`src/rtl/dpxru_pkg.sv`:
```
// ----------------------------------------------------------------------------
// dpxru_pkg
// Shared types and constants of the DPX row sample unpacker: register
// indexes, format codes, channel payloads and the queue entry format.
// ----------------------------------------------------------------------------
package dpxru_pkg;

    // Row limit ceiling and counter width
    localparam int MAX_ROW_SAMPLES = 32768;
    localparam int CNT_W           = 16;

    // Queue between front and back
    localparam int FIFO_DEPTH = 4;
    localparam int FIFO_AW    = $clog2(FIFO_DEPTH);
    localparam int FIFO_CW    = $clog2(FIFO_DEPTH + 1);

    // Configuration port
    localparam int CFG_IDX_W  = 3;
    localparam int CFG_DATA_W = 16;

    localparam logic [CFG_IDX_W-1:0] REG_SAMPLE_FORMAT  = 3'd0;
    localparam logic [CFG_IDX_W-1:0] REG_PAD_IN_MSB     = 3'd1;
    localparam logic [CFG_IDX_W-1:0] REG_LITTLE_ENDIAN  = 3'd2;
    localparam logic [CFG_IDX_W-1:0] REG_REVERSE_DATUMS = 3'd3;
    localparam logic [CFG_IDX_W-1:0] REG_ROW_LENGTH     = 3'd4;

    // Sample format codes
    localparam logic [2:0] FMT_8  = 3'd0;
    localparam logic [2:0] FMT_10 = 3'd1;
    localparam logic [2:0] FMT_12 = 3'd2;
    localparam logic [2:0] FMT_16 = 3'd3;
    localparam logic [2:0] FMT_32 = 3'd4;

    typedef struct packed {
        logic [2:0]       sample_format;
        logic             pad_in_msb;
        logic             little_endian;
        logic             reverse_datums;
        logic [CNT_W-1:0] row_length;
    } t_cfg;

    typedef struct packed {
        logic [7:0] data_byte;
        logic       row_end;
    } t_in;

    typedef struct packed {
        logic [31:0] sample;
        logic        run_last;
        logic        row_last;
    } t_out;

    // One completed word: up to three samples
    typedef struct packed {
        logic [31:0] sample0;
        logic [9:0]  sample1;
        logic [9:0]  sample2;
        logic [1:0]  count;
        logic        row_last;
    } t_entry;

    typedef struct packed {
        logic empty;
        logic full;
    } t_fifo_stat;

endpackage

```
`src/rtl/dpxru_front.sv`:
```
// ----------------------------------------------------------------------------
// dpxru_front
// Gathers scanline bytes into words, splits each completed word into its
// samples, clips them to the row limit and pushes each word inside the row.
// ----------------------------------------------------------------------------
module dpxru_front
    import dpxru_pkg::*;
(
    input  logic   i_clk,
    input  logic   i_rst_n,
    input  t_cfg   i_cfg,
    input  logic   i_in_valid,
    input  t_in    i_in_data,
    output logic   o_in_ready,
    input  logic   i_full,
    output logic   o_push,
    output t_entry o_entry
);

    localparam logic [CNT_W-1:0] LIMIT_MAX = CNT_W'(MAX_ROW_SAMPLES);

    logic [23:0]      r_gather, n_gather;
    logic [1:0]       r_pos, n_pos;
    logic [CNT_W-1:0] r_done, n_done;

    logic             accept;
    logic             fmt_ok;
    logic             active;
    logic             word_done;
    logic [CNT_W-1:0] limit;
    logic [CNT_W-1:0] remain;
    logic [CNT_W-1:0] done_sum;
    logic [7:0]       b0, b1, b2, b3;
    logic [31:0]      word;
    logic [9:0]       d_lo, d_mid, d_hi;
    logic [1:0]       cnt;

    assign o_in_ready = !i_full;
    assign accept     = i_in_valid && !i_full;

    // Row limit and activity
    assign limit  = (i_cfg.row_length > LIMIT_MAX) ? LIMIT_MAX : i_cfg.row_length;
    assign fmt_ok = (i_cfg.sample_format <= FMT_32);
    assign active = fmt_ok && (r_done < limit);

    // Word completes on the last byte of its size
    always_comb begin
        case (i_cfg.sample_format)
            FMT_8:          word_done = 1'b1;
            FMT_12, FMT_16: word_done = (r_pos >= 2'd1);
            default:        word_done = (r_pos == 2'd3);
        endcase
    end

    // Assemble word, newest byte in b0
    assign b0 = i_in_data.data_byte;
    assign b1 = r_gather[7:0];
    assign b2 = r_gather[15:8];
    assign b3 = r_gather[23:16];

    always_comb begin
        case (i_cfg.sample_format)
            FMT_8:          word = {24'd0, b0};
            FMT_12, FMT_16: word = i_cfg.little_endian ? {16'd0, b0, b1} : {16'd0, b1, b0};
            default:        word = i_cfg.little_endian ? {b0, b1, b2, b3} : {b3, b2, b1, b0};
        endcase
    end

    // Three 10-bit datums, padding in LSB or MSB
    assign d_lo  = i_cfg.pad_in_msb ? word[9:0]   : word[11:2];
    assign d_mid = i_cfg.pad_in_msb ? word[19:10] : word[21:12];
    assign d_hi  = i_cfg.pad_in_msb ? word[29:20] : word[31:22];

    // Clip sample count to what the row still needs
    assign remain = limit - r_done;
    always_comb begin
        if (i_cfg.sample_format != FMT_10) begin
            cnt = 2'd1;
        end else if (remain >= CNT_W'(3)) begin
            cnt = 2'd3;
        end else begin
            cnt = remain[1:0];
        end
    end
    assign done_sum = r_done + CNT_W'(cnt);

    // Build the queue entry
    always_comb begin
        o_entry.sample1  = d_mid;
        o_entry.sample2  = i_cfg.reverse_datums ? d_lo : d_hi;
        o_entry.count    = cnt;
        o_entry.row_last = (done_sum == limit);
        case (i_cfg.sample_format)
            FMT_10:  o_entry.sample0 = {22'd0, (i_cfg.reverse_datums ? d_hi : d_lo)};
            FMT_12:  o_entry.sample0 = i_cfg.pad_in_msb ? {20'd0, word[11:0]}
                                                        : {20'd0, word[15:4]};
            default: o_entry.sample0 = word;
        endcase
    end

    assign o_push = accept && active && word_done;

    // Advance gather state; row end drops everything
    always_comb begin
        n_gather = r_gather;
        n_pos    = r_pos;
        n_done   = r_done;
        if (accept) begin
            if (active) begin
                if (word_done) begin
                    n_pos  = 2'd0;
                    n_done = done_sum;
                end else begin
                    n_pos = r_pos + 2'd1;
                end
                n_gather = {r_gather[15:0], i_in_data.data_byte};
            end
            if (i_in_data.row_end) begin
                n_gather = 24'd0;
                n_pos    = 2'd0;
                n_done   = '0;
            end
        end
    end

    always_ff @(posedge i_clk) begin
        if (!i_rst_n) begin
            r_gather <= 24'd0;
            r_pos    <= 2'd0;
            r_done   <= '0;
        end else begin
            r_gather <= n_gather;
            r_pos    <= n_pos;
            r_done   <= n_done;
        end
    end

endmodule

```
`src/rtl/dpxru_fifo.sv`:
```
// ----------------------------------------------------------------------------
// dpxru_fifo
// Short word queue between front and back; one push and one pop per cycle.
// ----------------------------------------------------------------------------
module dpxru_fifo
    import dpxru_pkg::*;
(
    input  logic       i_clk,
    input  logic       i_rst_n,
    input  logic       i_push,
    input  t_entry     i_entry,
    input  logic       i_pop,
    output t_entry     o_head,
    output t_fifo_stat o_stat
);

    t_entry               r_mem [FIFO_DEPTH];
    logic [FIFO_AW-1:0]   r_wr_ptr, n_wr_ptr;
    logic [FIFO_AW-1:0]   r_rd_ptr, n_rd_ptr;
    logic [FIFO_CW-1:0]   r_count, n_count;
    logic                 do_push;
    logic                 do_pop;

    assign o_stat.empty = (r_count == '0);
    assign o_stat.full  = (r_count == FIFO_CW'(FIFO_DEPTH));
    assign o_head       = r_mem[r_rd_ptr];

    assign do_push = i_push && !o_stat.full;
    assign do_pop  = i_pop && !o_stat.empty;

    // Wrap pointers at the queue depth
    always_comb begin
        n_wr_ptr = r_wr_ptr;
        n_rd_ptr = r_rd_ptr;
        n_count  = r_count;
        if (do_push) begin
            n_wr_ptr = (r_wr_ptr == FIFO_AW'(FIFO_DEPTH - 1)) ? '0 : r_wr_ptr + FIFO_AW'(1);
        end
        if (do_pop) begin
            n_rd_ptr = (r_rd_ptr == FIFO_AW'(FIFO_DEPTH - 1)) ? '0 : r_rd_ptr + FIFO_AW'(1);
        end
        if (do_push && !do_pop) begin
            n_count = r_count + FIFO_CW'(1);
        end else if (do_pop && !do_push) begin
            n_count = r_count - FIFO_CW'(1);
        end
    end

    // Store entry
    always_ff @(posedge i_clk) begin
        if (do_push) begin
            r_mem[r_wr_ptr] <= i_entry;
        end
    end

    always_ff @(posedge i_clk) begin
        if (!i_rst_n) begin
            r_wr_ptr <= '0;
            r_rd_ptr <= '0;
            r_count  <= '0;
        end else begin
            r_wr_ptr <= n_wr_ptr;
            r_rd_ptr <= n_rd_ptr;
            r_count  <= n_count;
        end
    end

endmodule

```
`src/rtl/dpxru_back.sv`:
```
// ----------------------------------------------------------------------------
// dpxru_back
// Walks the samples of the queue head into the output register, one per
// cycle while it is free; flags the last sample of each word and of the row.
// ----------------------------------------------------------------------------
module dpxru_back
    import dpxru_pkg::*;
(
    input  logic       i_clk,
    input  logic       i_rst_n,
    input  t_entry     i_head,
    input  t_fifo_stat i_stat,
    output logic       o_pop,
    output logic       o_out_valid,
    output t_out       o_out_data,
    input  logic       i_out_ready
);

    logic [1:0]  r_sub, n_sub;
    logic        r_out_valid, n_out_valid;
    t_out        r_out, n_out;
    logic        out_free;
    logic        take;
    logic        is_last;
    logic [31:0] sel_sample;

    assign out_free = !r_out_valid || i_out_ready;
    assign take     = out_free && !i_stat.empty;
    assign is_last  = (2'(r_sub + 2'd1) == i_head.count);
    assign o_pop    = take && is_last;

    // Pick the current sample of the head word
    always_comb begin
        case (r_sub)
            2'd0:    sel_sample = i_head.sample0;
            2'd1:    sel_sample = {22'd0, i_head.sample1};
            default: sel_sample = {22'd0, i_head.sample2};
        endcase
    end

    // Load the output register when it is free
    always_comb begin
        n_sub       = r_sub;
        n_out_valid = r_out_valid;
        n_out       = r_out;
        if (take) begin
            n_out_valid     = 1'b1;
            n_out.sample    = sel_sample;
            n_out.run_last  = is_last;
            n_out.row_last  = is_last && i_head.row_last;
            n_sub           = is_last ? 2'd0 : r_sub + 2'd1;
        end else if (out_free) begin
            n_out_valid = 1'b0;
        end
    end

    always_ff @(posedge i_clk) begin
        r_out <= n_out;
    end

    always_ff @(posedge i_clk) begin
        if (!i_rst_n) begin
            r_sub       <= 2'd0;
            r_out_valid <= 1'b0;
        end else begin
            r_sub       <= n_sub;
            r_out_valid <= n_out_valid;
        end
    end

    assign o_out_valid = r_out_valid;
    assign o_out_data  = r_out;

endmodule

```
`src/rtl/dpx_row_sample_unpacker_unit.sv`:
```
// ----------------------------------------------------------------------------
// dpx_row_sample_unpacker_unit
// DPX scanline byte stream in, unpacked samples out.
// ----------------------------------------------------------------------------
// The unit takes one scanline byte per cycle unless its queue is full and
// emits at most one sample per cycle. Bytes are gathered into words (1, 2 or
// 4 bytes by format); each completed word goes into a four-entry queue, and
// the back end drains up to three samples per word, one per cycle while the
// output is free, through a registered output. Input stalls only when the
// queue is full, which in steady state happens only while the output side
// is stalled. Samples beyond the row count are dropped; row_end restarts the
// row. Write configuration only while idle.
module dpx_row_sample_unpacker_unit
    import dpxru_pkg::*;
(
    input  logic                  i_clk,
    input  logic                  i_rst_n,
    input  logic                  i_cfg_valid,
    input  logic [CFG_IDX_W-1:0]  i_cfg_index,
    input  logic [CFG_DATA_W-1:0] i_cfg_data,
    output logic                  o_cfg_ready,
    input  logic                  i_in_valid,
    input  t_in                   i_in_data,
    output logic                  o_in_ready,
    output logic                  o_out_valid,
    output t_out                  o_out_data,
    input  logic                  i_out_ready
);

    t_cfg       r_cfg, n_cfg;
    logic       push;
    logic       pop;
    t_entry     push_entry;
    t_entry     head;
    t_fifo_stat fifo_stat;

    assign o_cfg_ready = 1'b1;

    // Configuration registers
    always_comb begin
        n_cfg = r_cfg;
        if (i_cfg_valid) begin
            case (i_cfg_index)
                REG_SAMPLE_FORMAT:  n_cfg.sample_format  = i_cfg_data[2:0];
                REG_PAD_IN_MSB:     n_cfg.pad_in_msb     = i_cfg_data[0];
                REG_LITTLE_ENDIAN:  n_cfg.little_endian  = i_cfg_data[0];
                REG_REVERSE_DATUMS: n_cfg.reverse_datums = i_cfg_data[0];
                REG_ROW_LENGTH:     n_cfg.row_length     = i_cfg_data;
                default:            n_cfg = r_cfg;
            endcase
        end
    end

    always_ff @(posedge i_clk) begin
        if (!i_rst_n) begin
            r_cfg.sample_format  <= FMT_8;
            r_cfg.pad_in_msb     <= 1'b0;
            r_cfg.little_endian  <= 1'b0;
            r_cfg.reverse_datums <= 1'b0;
            r_cfg.row_length     <= CNT_W'(1);
        end else begin
            r_cfg <= n_cfg;
        end
    end

    dpxru_front u_front (
        .i_clk      (i_clk),
        .i_rst_n    (i_rst_n),
        .i_cfg      (r_cfg),
        .i_in_valid (i_in_valid),
        .i_in_data  (i_in_data),
        .o_in_ready (o_in_ready),
        .i_full     (fifo_stat.full),
        .o_push     (push),
        .o_entry    (push_entry)
    );

    dpxru_fifo u_fifo (
        .i_clk   (i_clk),
        .i_rst_n (i_rst_n),
        .i_push  (push),
        .i_entry (push_entry),
        .i_pop   (pop),
        .o_head  (head),
        .o_stat  (fifo_stat)
    );

    dpxru_back u_back (
        .i_clk       (i_clk),
        .i_rst_n     (i_rst_n),
        .i_head      (head),
        .i_stat      (fifo_stat),
        .o_pop       (pop),
        .o_out_valid (o_out_valid),
        .o_out_data  (o_out_data),
        .i_out_ready (i_out_ready)
    );

`ifndef SYNTHESIS
    // Queue cannot be empty and full at once
    a_fifo_stat: assert property (@(posedge i_clk) disable iff (!i_rst_n)
        !(fifo_stat.empty && fifo_stat.full))
        else $error("queue reports empty and full together");

    // Row end sample always closes its word
    a_row_last_run_last: assert property (@(posedge i_clk) disable iff (!i_rst_n)
        (o_out_valid && o_out_data.row_last) |-> o_out_data.run_last)
        else $error("row_last without run_last");

    // Output drops after reset
    a_reset_out: assert property (@(posedge i_clk) !i_rst_n |=> !o_out_valid)
        else $error("output valid right after reset");

    // Never push into a full queue
    a_push_full: assert property (@(posedge i_clk) disable iff (!i_rst_n)
        push |-> !fifo_stat.full)
        else $error("push while queue full");
`endif

endmodule
```
`config.mk`:
```
export PLATFORM = sky130hd
export DESIGN_NAME = dpx_row_sample_unpacker_unit
export DESIGN_NICKNAME = d
export VERILOG_FILES = /design/src/rtl/dpxru_pkg.sv /design/src/rtl/dpxru_front.sv /design/src/rtl/dpxru_fifo.sv /design/src/rtl/dpxru_back.sv /design/src/rtl/dpx_row_sample_unpacker_unit.sv
export SDC_FILE = /design/constraint.sdc
export NUM_CORES = 1
export LEC_CHECK = 0
export BUFFER_PORTS_ARGS = -buffer_cell sky130_fd_sc_hd__buf_2
export CAP_MARGIN = 20
export CORE_ASPECT_RATIO = 1.25
export CORE_MARGIN = 2
export CORE_UTILIZATION = 50
export DETAILED_ROUTE_END_ITERATION = 7
export PLACE_DENSITY_LB_ADDON = 0.12
export SETUP_SLACK_MARGIN = 0.5
export SLEW_MARGIN = 10
export SYNTH_ARGS = -nofsm -noshare
export SYNTH_HDL_FRONTEND = slang
export SYNTH_SLANG_ARGS = --single-unit
```
`constraint.sdc`:
```
create_clock -name i_clk -period 6.65 [get_ports i_clk]
set_input_delay 0 -clock i_clk [delete_from_list [all_inputs] [get_ports i_clk]]
set_output_delay 0 -clock i_clk [all_outputs]
set_load 0.02 [all_outputs]
```
# Yosys cells after proc, flatten, opt, wreduce, memory -nomap -nowiden
# Memories as Yosys holds them, arrays and structs flattened. A register that Yosys moved wholly into a read port is not among the register bits.
# Index checks and enable logic that the tools add are counted.
[totals]
regBits = 108
mem_bits_rw = 220
in_bits = 33
mem_count = 1
[op_classes]
n_lt_le_gt_ge = 5
n_mux = 34
add_sub_neg = 8
reduce_logical = 33
n_eq_ne = 15
[memory_table]
columns = ["name", "depth", "word_bits", "rd", "rd_clocked_by_memory_dff", "wr", "line", "rtl"]
rows = [
  ["u_fifo.r_mem", 4, 55, 1, 1, 1, "dpxru_fifo.sv:17", "t_entry r_mem [FIFO_DEPTH];"],
]
[op_table]
columns = ["operator", "n"]
rows = [
  ["one-hot mux 32 bit (2 select lines)", 3],
  ["2-to-1 mux 16 bit", 5],
  ["2-to-1 mux 10 bit", 5],
  ["2-to-1 mux 24 bit", 2],
  ["2-to-1 mux 32 bit", 1],
  ["2-to-1 mux 2 bit", 10],
  ["adder 16 x 2 -> 16 bit", 1],
  ["equality test 16 bit", 1],
  [">= comparator 16 x 2 -> 1 bit (second input constant)", 1],
  ["> comparator 16 bit (second input constant)", 1],
  ["less-than comparator 16 bit", 1],
  ["subtractor 16 bit", 1],
  ["equality test 3 x 2 -> 1 bit (second input constant)", 4],
  ["2-to-1 mux 12 bit", 1],
  ["AND reduction 2 bit", 6],
  ["logical AND 1 bit", 11],
  ["logical NOT 3 bit", 3],
  ["adder 2 x 1 -> 2 bit (second input constant)", 4],
  ["nonzero test 2 bit", 4],
  ["equality test 2 bit (second input constant)", 3],
  ["equality test 3 x 1 -> 1 bit (second input constant)", 2],
  ["equality test 3 bit (second input constant)", 2],
  ["2-to-1 mux 3 bit", 2],
  ["logical NOT 1 bit", 5],
  ["13 further kinds", 16],
]

# Logic depth before layout (Yosys ltp)
# Gate-level depths: netlist (run 1).
[depth]
ltp_word = 11
ltp_mapped = 23
mapped_depth_nobuf = 20

# By module
# Synthesis (run 1) repeated with hierarchy kept, for this count alone.
[hier_totals]
cells_unflattened = 1274
area_unflattened_um2 = 16143.0
[by_module_without_submodules]
columns = ["module", "area_per_inst_um2", "n_inst", "seq_area_each_um2", "cells_per_inst"]
rows = [
  ["dpxru_fifo", 8485.6, 1, 6786.5, 338],
  ["dpxru_front", 5196.2, 1, 840.8, 725],
  ["dpxru_back", 1539.0, 1, 1081.0, 115],
  ["dpx_row_sample_unpacker_unit", 922.1, 1, 440.4, 96],
]

# Worst setup path before layout (run 1)
# No wires, ideal clock.
[synth_path]
kind = "flip-flop to flip-flop"
from = "reg r_cfg[15] (netlist bit)"
to = "mem u_fifo.r_mem[0][0] (netlist bit) (data pin)"
required_time_ns = 6.444
stages_incl_launch_ff = 24
path_buffers = 3
t_arrival_ns = 5.722
path_slack_ns = 0.723
cell_sequence = "dfxtp_1 > clkbuf_1 > clkbuf_1 > nand2b_1 > ha_1 > inv_1 > fa_1 > a211oi_2 > and3b_1 > o22a_1 > nor2_1 > or4_1 > nor4_2 > nand4_1 > ha_1 > fa_1 > and4_4 > buf_6 > nand2_8 > nor2_4 > maj3_2 > o22a_1 > or4_4 > nor4_2"
[synth_lines]
columns = ["item", "line", "rtl"]
rows = [
  ["start: declaration", "dpx_row_sample_unpacker_unit.sv:30", "t_cfg r_cfg, n_cfg;"],
  ["start signal: assignment", "dpx_row_sample_unpacker_unit.sv:62", "r_cfg <= n_cfg;"],
  ["end: declaration", "dpxru_fifo.sv:17", ""],
]

==> impl_metrics.toml, run 1 <==
[status]
status = "complete, no violations"

[worst_hold_path]
whs_endpoint = "r_cfg[9]$_SDFFE_PN0P_"
min_from = "i_rst_n"
hold_depth = 2
hold_class = "in -> reg"

[placed_design]
place.gp.congestion = 0.950
placed_cell_area_um2 = 16600
dp.cells = 1666
portBuffers = 68
hpwl_um = 26100

[global_routing]
antenna_found_initial = 0
track_usage_pct = 23.7
grt_start_max_net_pins = 65
grt_pass1_wl_um = 59400
grt_pass1_vias = 10500
grt.overflow.total = 0

[setup_path]
crit_buf_inv = 1
r2r_setup_slack_ns = 0.92
path_max_fanout = 22
required_ns = 6.98
setup.worst_path.class = "reg -> reg"
cp_slowest_cell = "or4_1"
cp-start-kind = "flip-flop"
crit_family = "simple AND/OR/NAND/NOR gates"
worstPathArrival_ns = 6.06
worstPathCellList = "buf_4 -> nor2b_1 -> ha_1 -> a211oi_4 -> and3b_1 -> o22a_1 -> nor2_1 -> or4_1 -> nor4_4 -> nand4_1 -> ha_1 -> fa_1 -> and4_4 -> nand2_8 -> nor2_4 -> maj3_2 -> o22a_1 -> or4_4 -> nor4_4"
r2r_start = "r_cfg[15]$_SDFFE_PN0P_"
critical_path.startpoint = "r_cfg[15]$_SDFFE_PN0P_"
path_depth = 19
ff2ff_path_depth = 19
slowest_delay_ns = 0.58
worst_setup_path_end_kind = "flip-flop"
reg2reg_to = "u_fifo.r_mem[3][0]$_DFFE_PP_"

[timing]
skew_ns = 0.0156
min_period_ns = 5.73
drv_slew = 0
setup_violations = 0
timing.final.crit_share_pct = 86.1
rsz0062_at_grt = "false"
max_freq_mhz = 175
tightest_slew_ns = 1.07
fin_tns_setup_ns = 0
relSlewSlack_pct = 28.6
final-hold-violation-count = 0

[die]
die_area_um2 = 33300
pin_count = 70
rows = 73
die_y_um = 204
core_um2 = 31600
die_w_um = 164
start_util_pct = 50.4

[synth]
ys_ff_latch = 330
yosysTopAreaCellShare_pct = 47.9
synth_commonest_cells = "edfxtp_1, nand2_1, dfxtp_1, mux4_2, nor2_1"
netlist_area_um2 = 15900
synth_top_family_by_area = "simple AND/OR/NAND/NOR gates"
syn_nets = 1305
synth.area.top_cells = "edfxtp_1, dfxtp_1, mux4_2, mux2i_1, nand2_1"
yosys.area_share.simple_pct = 12.4
synth_top_area_cell = "edfxtp_1"
yosysMostFrequentCell = "edfxtp_1"
synth_compound_area_share_pct = 11.0
syn_avg_cell_area_um2 = 12.8
synth_mux_area_share_pct = 11.8
synthArstFlopShare_pct = 0
synth_seq_area_share_pct = 57.5
synth_edf_count = 254
yosysUniqueCellTypes = 84
synth-adder-area-share_pct = 2.65
yosys_warnings = 0
synth_ff_type = "edfxtp_1"
synth_xor_xnor_area_share_pct = 1.71
synth_cells = 1241

[flow_run]
maxCapViolCount = 0

[drt]
route.detailed.drc = 0
drt-total-wl_um = 38400
vias_per_cell = 5.91
dr_total_vias = 10400
top_layer = "met4"
first_pass_iters = 6
postRouteAntennaNets = 0
wl_met1_um = 14900
wl_met2_um = 20300
route.met3.wl_um = 1480
routedWlPerCell_um = 21.8
drt_iter0_drc = 710

[layout]
fin_cells = 1763
final_area_um2 = 18100
drive_gt1_share_pct = 17.5
diodes = 0
final_net_count = 1393
areaGrowthSynthToFinish_pct = 13.7

[cts]
cts_made_buffers = 35
cts_buffer_depth = 3
clk_latency_ns = 0.53
cts_max_level = 2
cts_tree = "done"
clock_sink_count = 330
path_clk_slew_ns = 0.07
cts_root_buffer = "clkbuf_16"

[power_and_ir_drop]
ir_worst_vdd_mv = 0.202
leakage_nw = 6.20
powerDensity_nw_per_um2 = 320
## power by group
| group | leakage [nW] | internal, mW | switching (mW) |
|---|---|---|---|
| Combinational | 2.66 | 0.563 | 0.726 |
| Clock | 0.528 | 1.09 | 0.786 |
| Sequential | 3.01 | 2.53 | 0.102 |
| Total | 6.20 | 4.18 | 1.61 |
## layout by cell type, fill, tap and decap left out, types with 35 or more instances in the layout
master | synthesis | layout
a21oi_1 | 39 | 39
and2_1 | 39 | 35
buf_2 | 18 | 68
clkbuf_16 | 0 | 36
dfxtp_1 | 76 | 72
edfxtp_1 | 254 | 254
inv_1 | 39 | 39
mux2i_1 | 44 | 44
mux4_2 | 63 | 63
nand2_1 | 111 | 111
nor2_1 | 55 | 55
nor2b_1 | 53 | 53
o21ai_0 | 47 | 47
## sequential cells by signal (all words and copies together) (netlist names), named ones only
| register | cells |
|---|---|
| r_cfg | 22 |
| u_back.o_out_data | 34 |
| u_back.o_out_valid | 1 |
| u_back.r_sub | 2 |
| u_fifo.r_count | 3 |
| u_fifo.r_mem | 220 |
| u_fifo.r_rd_ptr | 2 |
| u_fifo.r_wr_ptr | 2 |
| u_front.r_done | 16 |
| u_front.r_gather | 24 |
| u_front.r_pos | 2 |
## repair_timing
action | CTS | global route
gates resized for setup | 0 | 4
hold buffers | 33 | 0
buffers inserted | 0 | 5
hold endpoints to repair | 33 | 0
endpoints found under the setup margin | 0 | 4
## layer usage
layer | vias up | GRT usage, %
met5 | - | 0
met1 | 5172 | 28.2
li1 | 4876 | -
met2 | 270 | 42.1
met4 | 0 | 11.1
met3 | 95 | 3.34
## kinds of logic after synthesis
group                    Yosys count
XOR/XNOR                          31
AND/OR/NAND/NOR                  375
multiplexers                     109
adder cells (fa/ha/maj)           32
AO/OA/AOI/OAI                    249
flip-flops                       330
buffers and inverters            114
other                              1
## final cells by class
class                           count  area (um^2)
Sequential cell                   330         9160
Timing Repair Buffer              125          851
Clock inverter                     16          146
Inverter                           40          150
Clock buffer                       43          947
Tap cell                          412          515
Multi-Input combinational cell    797         6340
Fill cell                        2638        13500
## through the flow
step | total power [mW] | worst slack (ns) | utilization (%) | hold WS (ns)
final | 5.80 | 0.921 | 57.3 | 0.0111
after floorplan | 3.60 | 0.723 | - | 0.124
after global routing | 6.07 | 0.517 | 57.3 | 0.0388
after CTS | 5.87 | 0.609 | 57.1 | 0.0130
after global placement | 3.96 | 0.819 | 52.6 | 0.253
after detailed placement | 3.97 | 0.621 | 52.6 | 0.261
## worst max path at each step
stage                                   end  slack, ns
2_1_floorplan  u_fifo.r_mem[0][0]$_DFFE_PP_       0.72
4_1_cts        u_fifo.r_mem[3][0]$_DFFE_PP_       0.61
6_report       u_fifo.r_mem[3][0]$_DFFE_PP_       0.92
5_1_grt        u_fifo.r_mem[3][0]$_DFFE_PP_       0.52
3_5_place_dp   u_fifo.r_mem[1][0]$_DFFE_PP_       0.62
3_3_place_gp   u_fifo.r_mem[0][0]$_DFFE_PP_       0.82
(Power assumes the default switching activity.)
==> inputs of run 2 (changes only) <==
--- a/config.mk
+++ b/config.mk
@@ -16,4 +16,5 @@
 export SLEW_MARGIN = 10
 export SYNTH_ARGS = -nofsm -noshare
 export SYNTH_HDL_FRONTEND = slang
+export SYNTH_HIERARCHICAL = 1
 export SYNTH_SLANG_ARGS = --single-unit
==> impl_metrics.toml, run 2 <==
[placed_design]
portBuffers = 68
pre_cts_ws_ns = 0.427
hpwl_um = 25600
place.gp.congestion = 0.870

[power_and_ir_drop]
powerDensity_nw_per_um2 = 328
leakage_nw = 6.43
ir_worst_vdd_mv = 0.208

[drt]
first_pass_iters = 5
postRouteAntennaNets = 0
drt_iter0_drc = 860
vias_per_cell = 5.84
route.detailed.drc = 0
drt-total-wl_um = 38000
dr_total_vias = 10500
routedWlPerCell_um = 21.1

[layout]
final_net_count = 1428
diodes = 0
drive_gt1_share_pct = 17.5
regMostFlops = "u_fifo/r_mem"
largest_reg_flops = 220
nFillCells = 2585
final_common_cell = "edfxtp_1"
layout_common_cells = "edfxtp_1, nand2_1, dfxtp_1"
areaGrowthSynthToFinish_pct = 13.5

[synth]
synth.area.top_cells = "edfxtp_1, dfxtp_1, mux4_2, mux2i_1, nand2_1"
netlist_area_um2 = 16100
yosysUniqueCellTypes = 88
yosysMostFrequentCell = "edfxtp_1"
synth_ff_type = "edfxtp_1"
syn_nets = 1338
synth_edf_count = 254
synth_commonest_cells = "edfxtp_1, nand2_1, dfxtp_1, nor2_1, mux2i_1"
synth_top_area_cell = "edfxtp_1"
syn_avg_cell_area_um2 = 12.7
yosys_warnings = 6
synth_cells = 1274
yosysTopAreaCellShare_pct = 47.2
synth_seq_area_share_pct = 56.7
synthArstFlopShare_pct = 0
ys_ff_latch = 330

[global_routing]
track_usage_pct = 22.9
antenna_found_initial = 0
grt_pass1_vias = 10400
grt_pass1_wl_um = 59000
grt.overflow.total = 0
grt_start_max_net_pins = 54

[cts]
cts_buffer_depth = 3
cts_tree = "done"
clk_latency_ns = 0.52
clock_sink_count = 330
path_clk_slew_ns = 0.06
cts_made_buffers = 35
cts_max_level = 2
cts_root_buffer = "clkbuf_16"

[die]
start_util_pct = 50.8
core_um2 = 31800
die_area_um2 = 33700
pin_count = 70
die_y_um = 205
die_w_um = 165
rows = 73

[setup_path]
required_ns = 7.01
cp-start-kind = "flip-flop"
r2r_setup_slack_ns = 0.78
worst_setup_path_end_kind = "flip-flop"
setup.worst_path.class = "reg -> reg"
worstPathArrival_ns = 6.23
path_max_fanout = 7

[timing]
relSlewSlack_pct = 26.5
drv_slew = 0
skew_ns = 0.0164
fin_tns_setup_ns = 0
setup_violations = 0
fin_ws_ns = 0.782
final-hold-violation-count = 0
max_freq_mhz = 170
tightest_slew_ns = 1.09
rsz0062_at_grt = "false"
timing.final.crit_share_pct = 88.2
min_period_ns = 5.87

[status]
status = "complete, no violations"

[flow_run]
maxCapViolCount = 0

[worst_hold_path]
hold_class = "in -> reg"
## run 2: metrics by stage
stage / hold slack (ns) / util, % / total power [mW] / instances / instance area, um^2
6_report: 0.0800 / 57.7 / 6.00 / 1803 / 18300
5_1_grt: 0.112 / 57.7 / 6.30 / 1803 / 18300
4_1_cts: 0.0808 / 57.5 / 6.06 / 1801 / 18300
3_5_place_dp: 0.253 / 52.9 / 4.17 / 1700 / 16800
3_3_place_gp: 0.246 / 52.9 / 4.14 / 1700 / 16800
2_1_floorplan: 0.118 / - / 3.80 / 1274 / 16100
## run 2: worst paths after layout
kind / startpoint / depth (start not counted) / to
max: r_cfg[1]$_SDFFE_PN0P_ / 20 / u_fifo/r_mem[1][0]$_DFFE_PP_
min: i_rst_n / 3 / r_cfg[4]$_SDFFE_PN0P_
min reg2reg: u_front/r_gather[18]$_SDFFE_PN0P_ / 2 / u_front/r_gather[18]$_SDFFE_PN0P_
max reg2reg: r_cfg[1]$_SDFFE_PN0P_ / 20 / u_fifo/r_mem[1][0]$_DFFE_PP_
## run 2: kinds of logic (layout without fill, tap and decap cells)
logic type / count (synthesis) / after routing / share of synthesized area (%)
simple gates: 411 / 411 / 13.1
flops: 330 / 330 / 56.7
compound gates: 233 / 233 / 9.98
mux: 123 / 123 / 12.4
other cells: 1 / 1 / 0.0232
xor+xnor: 33 / 33 / 1.79
fa+ha+maj: 31 / 31 / 2.54
buf+inv: 112 / 229 / 3.54
## run 2: area by class of cell
cell class	count	area, um^2	share of cell area (%)
sequential	330	9160	50.0
multi-input combinational	832	6470	35.3
timing repair buffer	126	938	5.12
clock buffer	46	937	5.11
tap	412	515	2.81
clock inverter	18	161	0.881
inverter	39	146	0.799
## run 2: routing by layer
metal / global-route usage (%) / share of wire (%)
met1: 27.8 / 40
met2: 41.6 / 53
met3: 2.85 / 3.4
met4: 8.48 / 3.4
met5: 0 / 0
## run 2: worst max-delay path, stage by stage, from the launching register on
cell and delay, ns:
dfxtp_1 0.32, or4_1 0.54, nor4_2 0.22, a41oi_2 0.23
nor2b_1 0.18, ha_1 0.26, nand4_1 0.20, a211oi_1 0.35
o221ai_1 0.18, o41a_1 0.14, nor4_2 0.27, nand4b_1 0.17
o21a_1 0.31, ha_1 0.33, a21oi_1 0.13, or4_2 0.69
nor2_1 0.21, xnor2_1 0.14, nand4_1 0.10, nor4b_1 0.39
and4_2 0.34
## run 2: repair_timing
item                       4_1_cts  5_1_grt
setup endpoints to repair        4        5
hold endpoints to repair        36        0
setup buffers                    0        0
gates resized for setup          2        4
hold buffers                    37        0
## run 2: report_power, final
part	internal, mW	switching [mW]
registers	2.60	0.107
clock network	1.08	0.785
logic	0.580	0.851
total	4.26	1.74
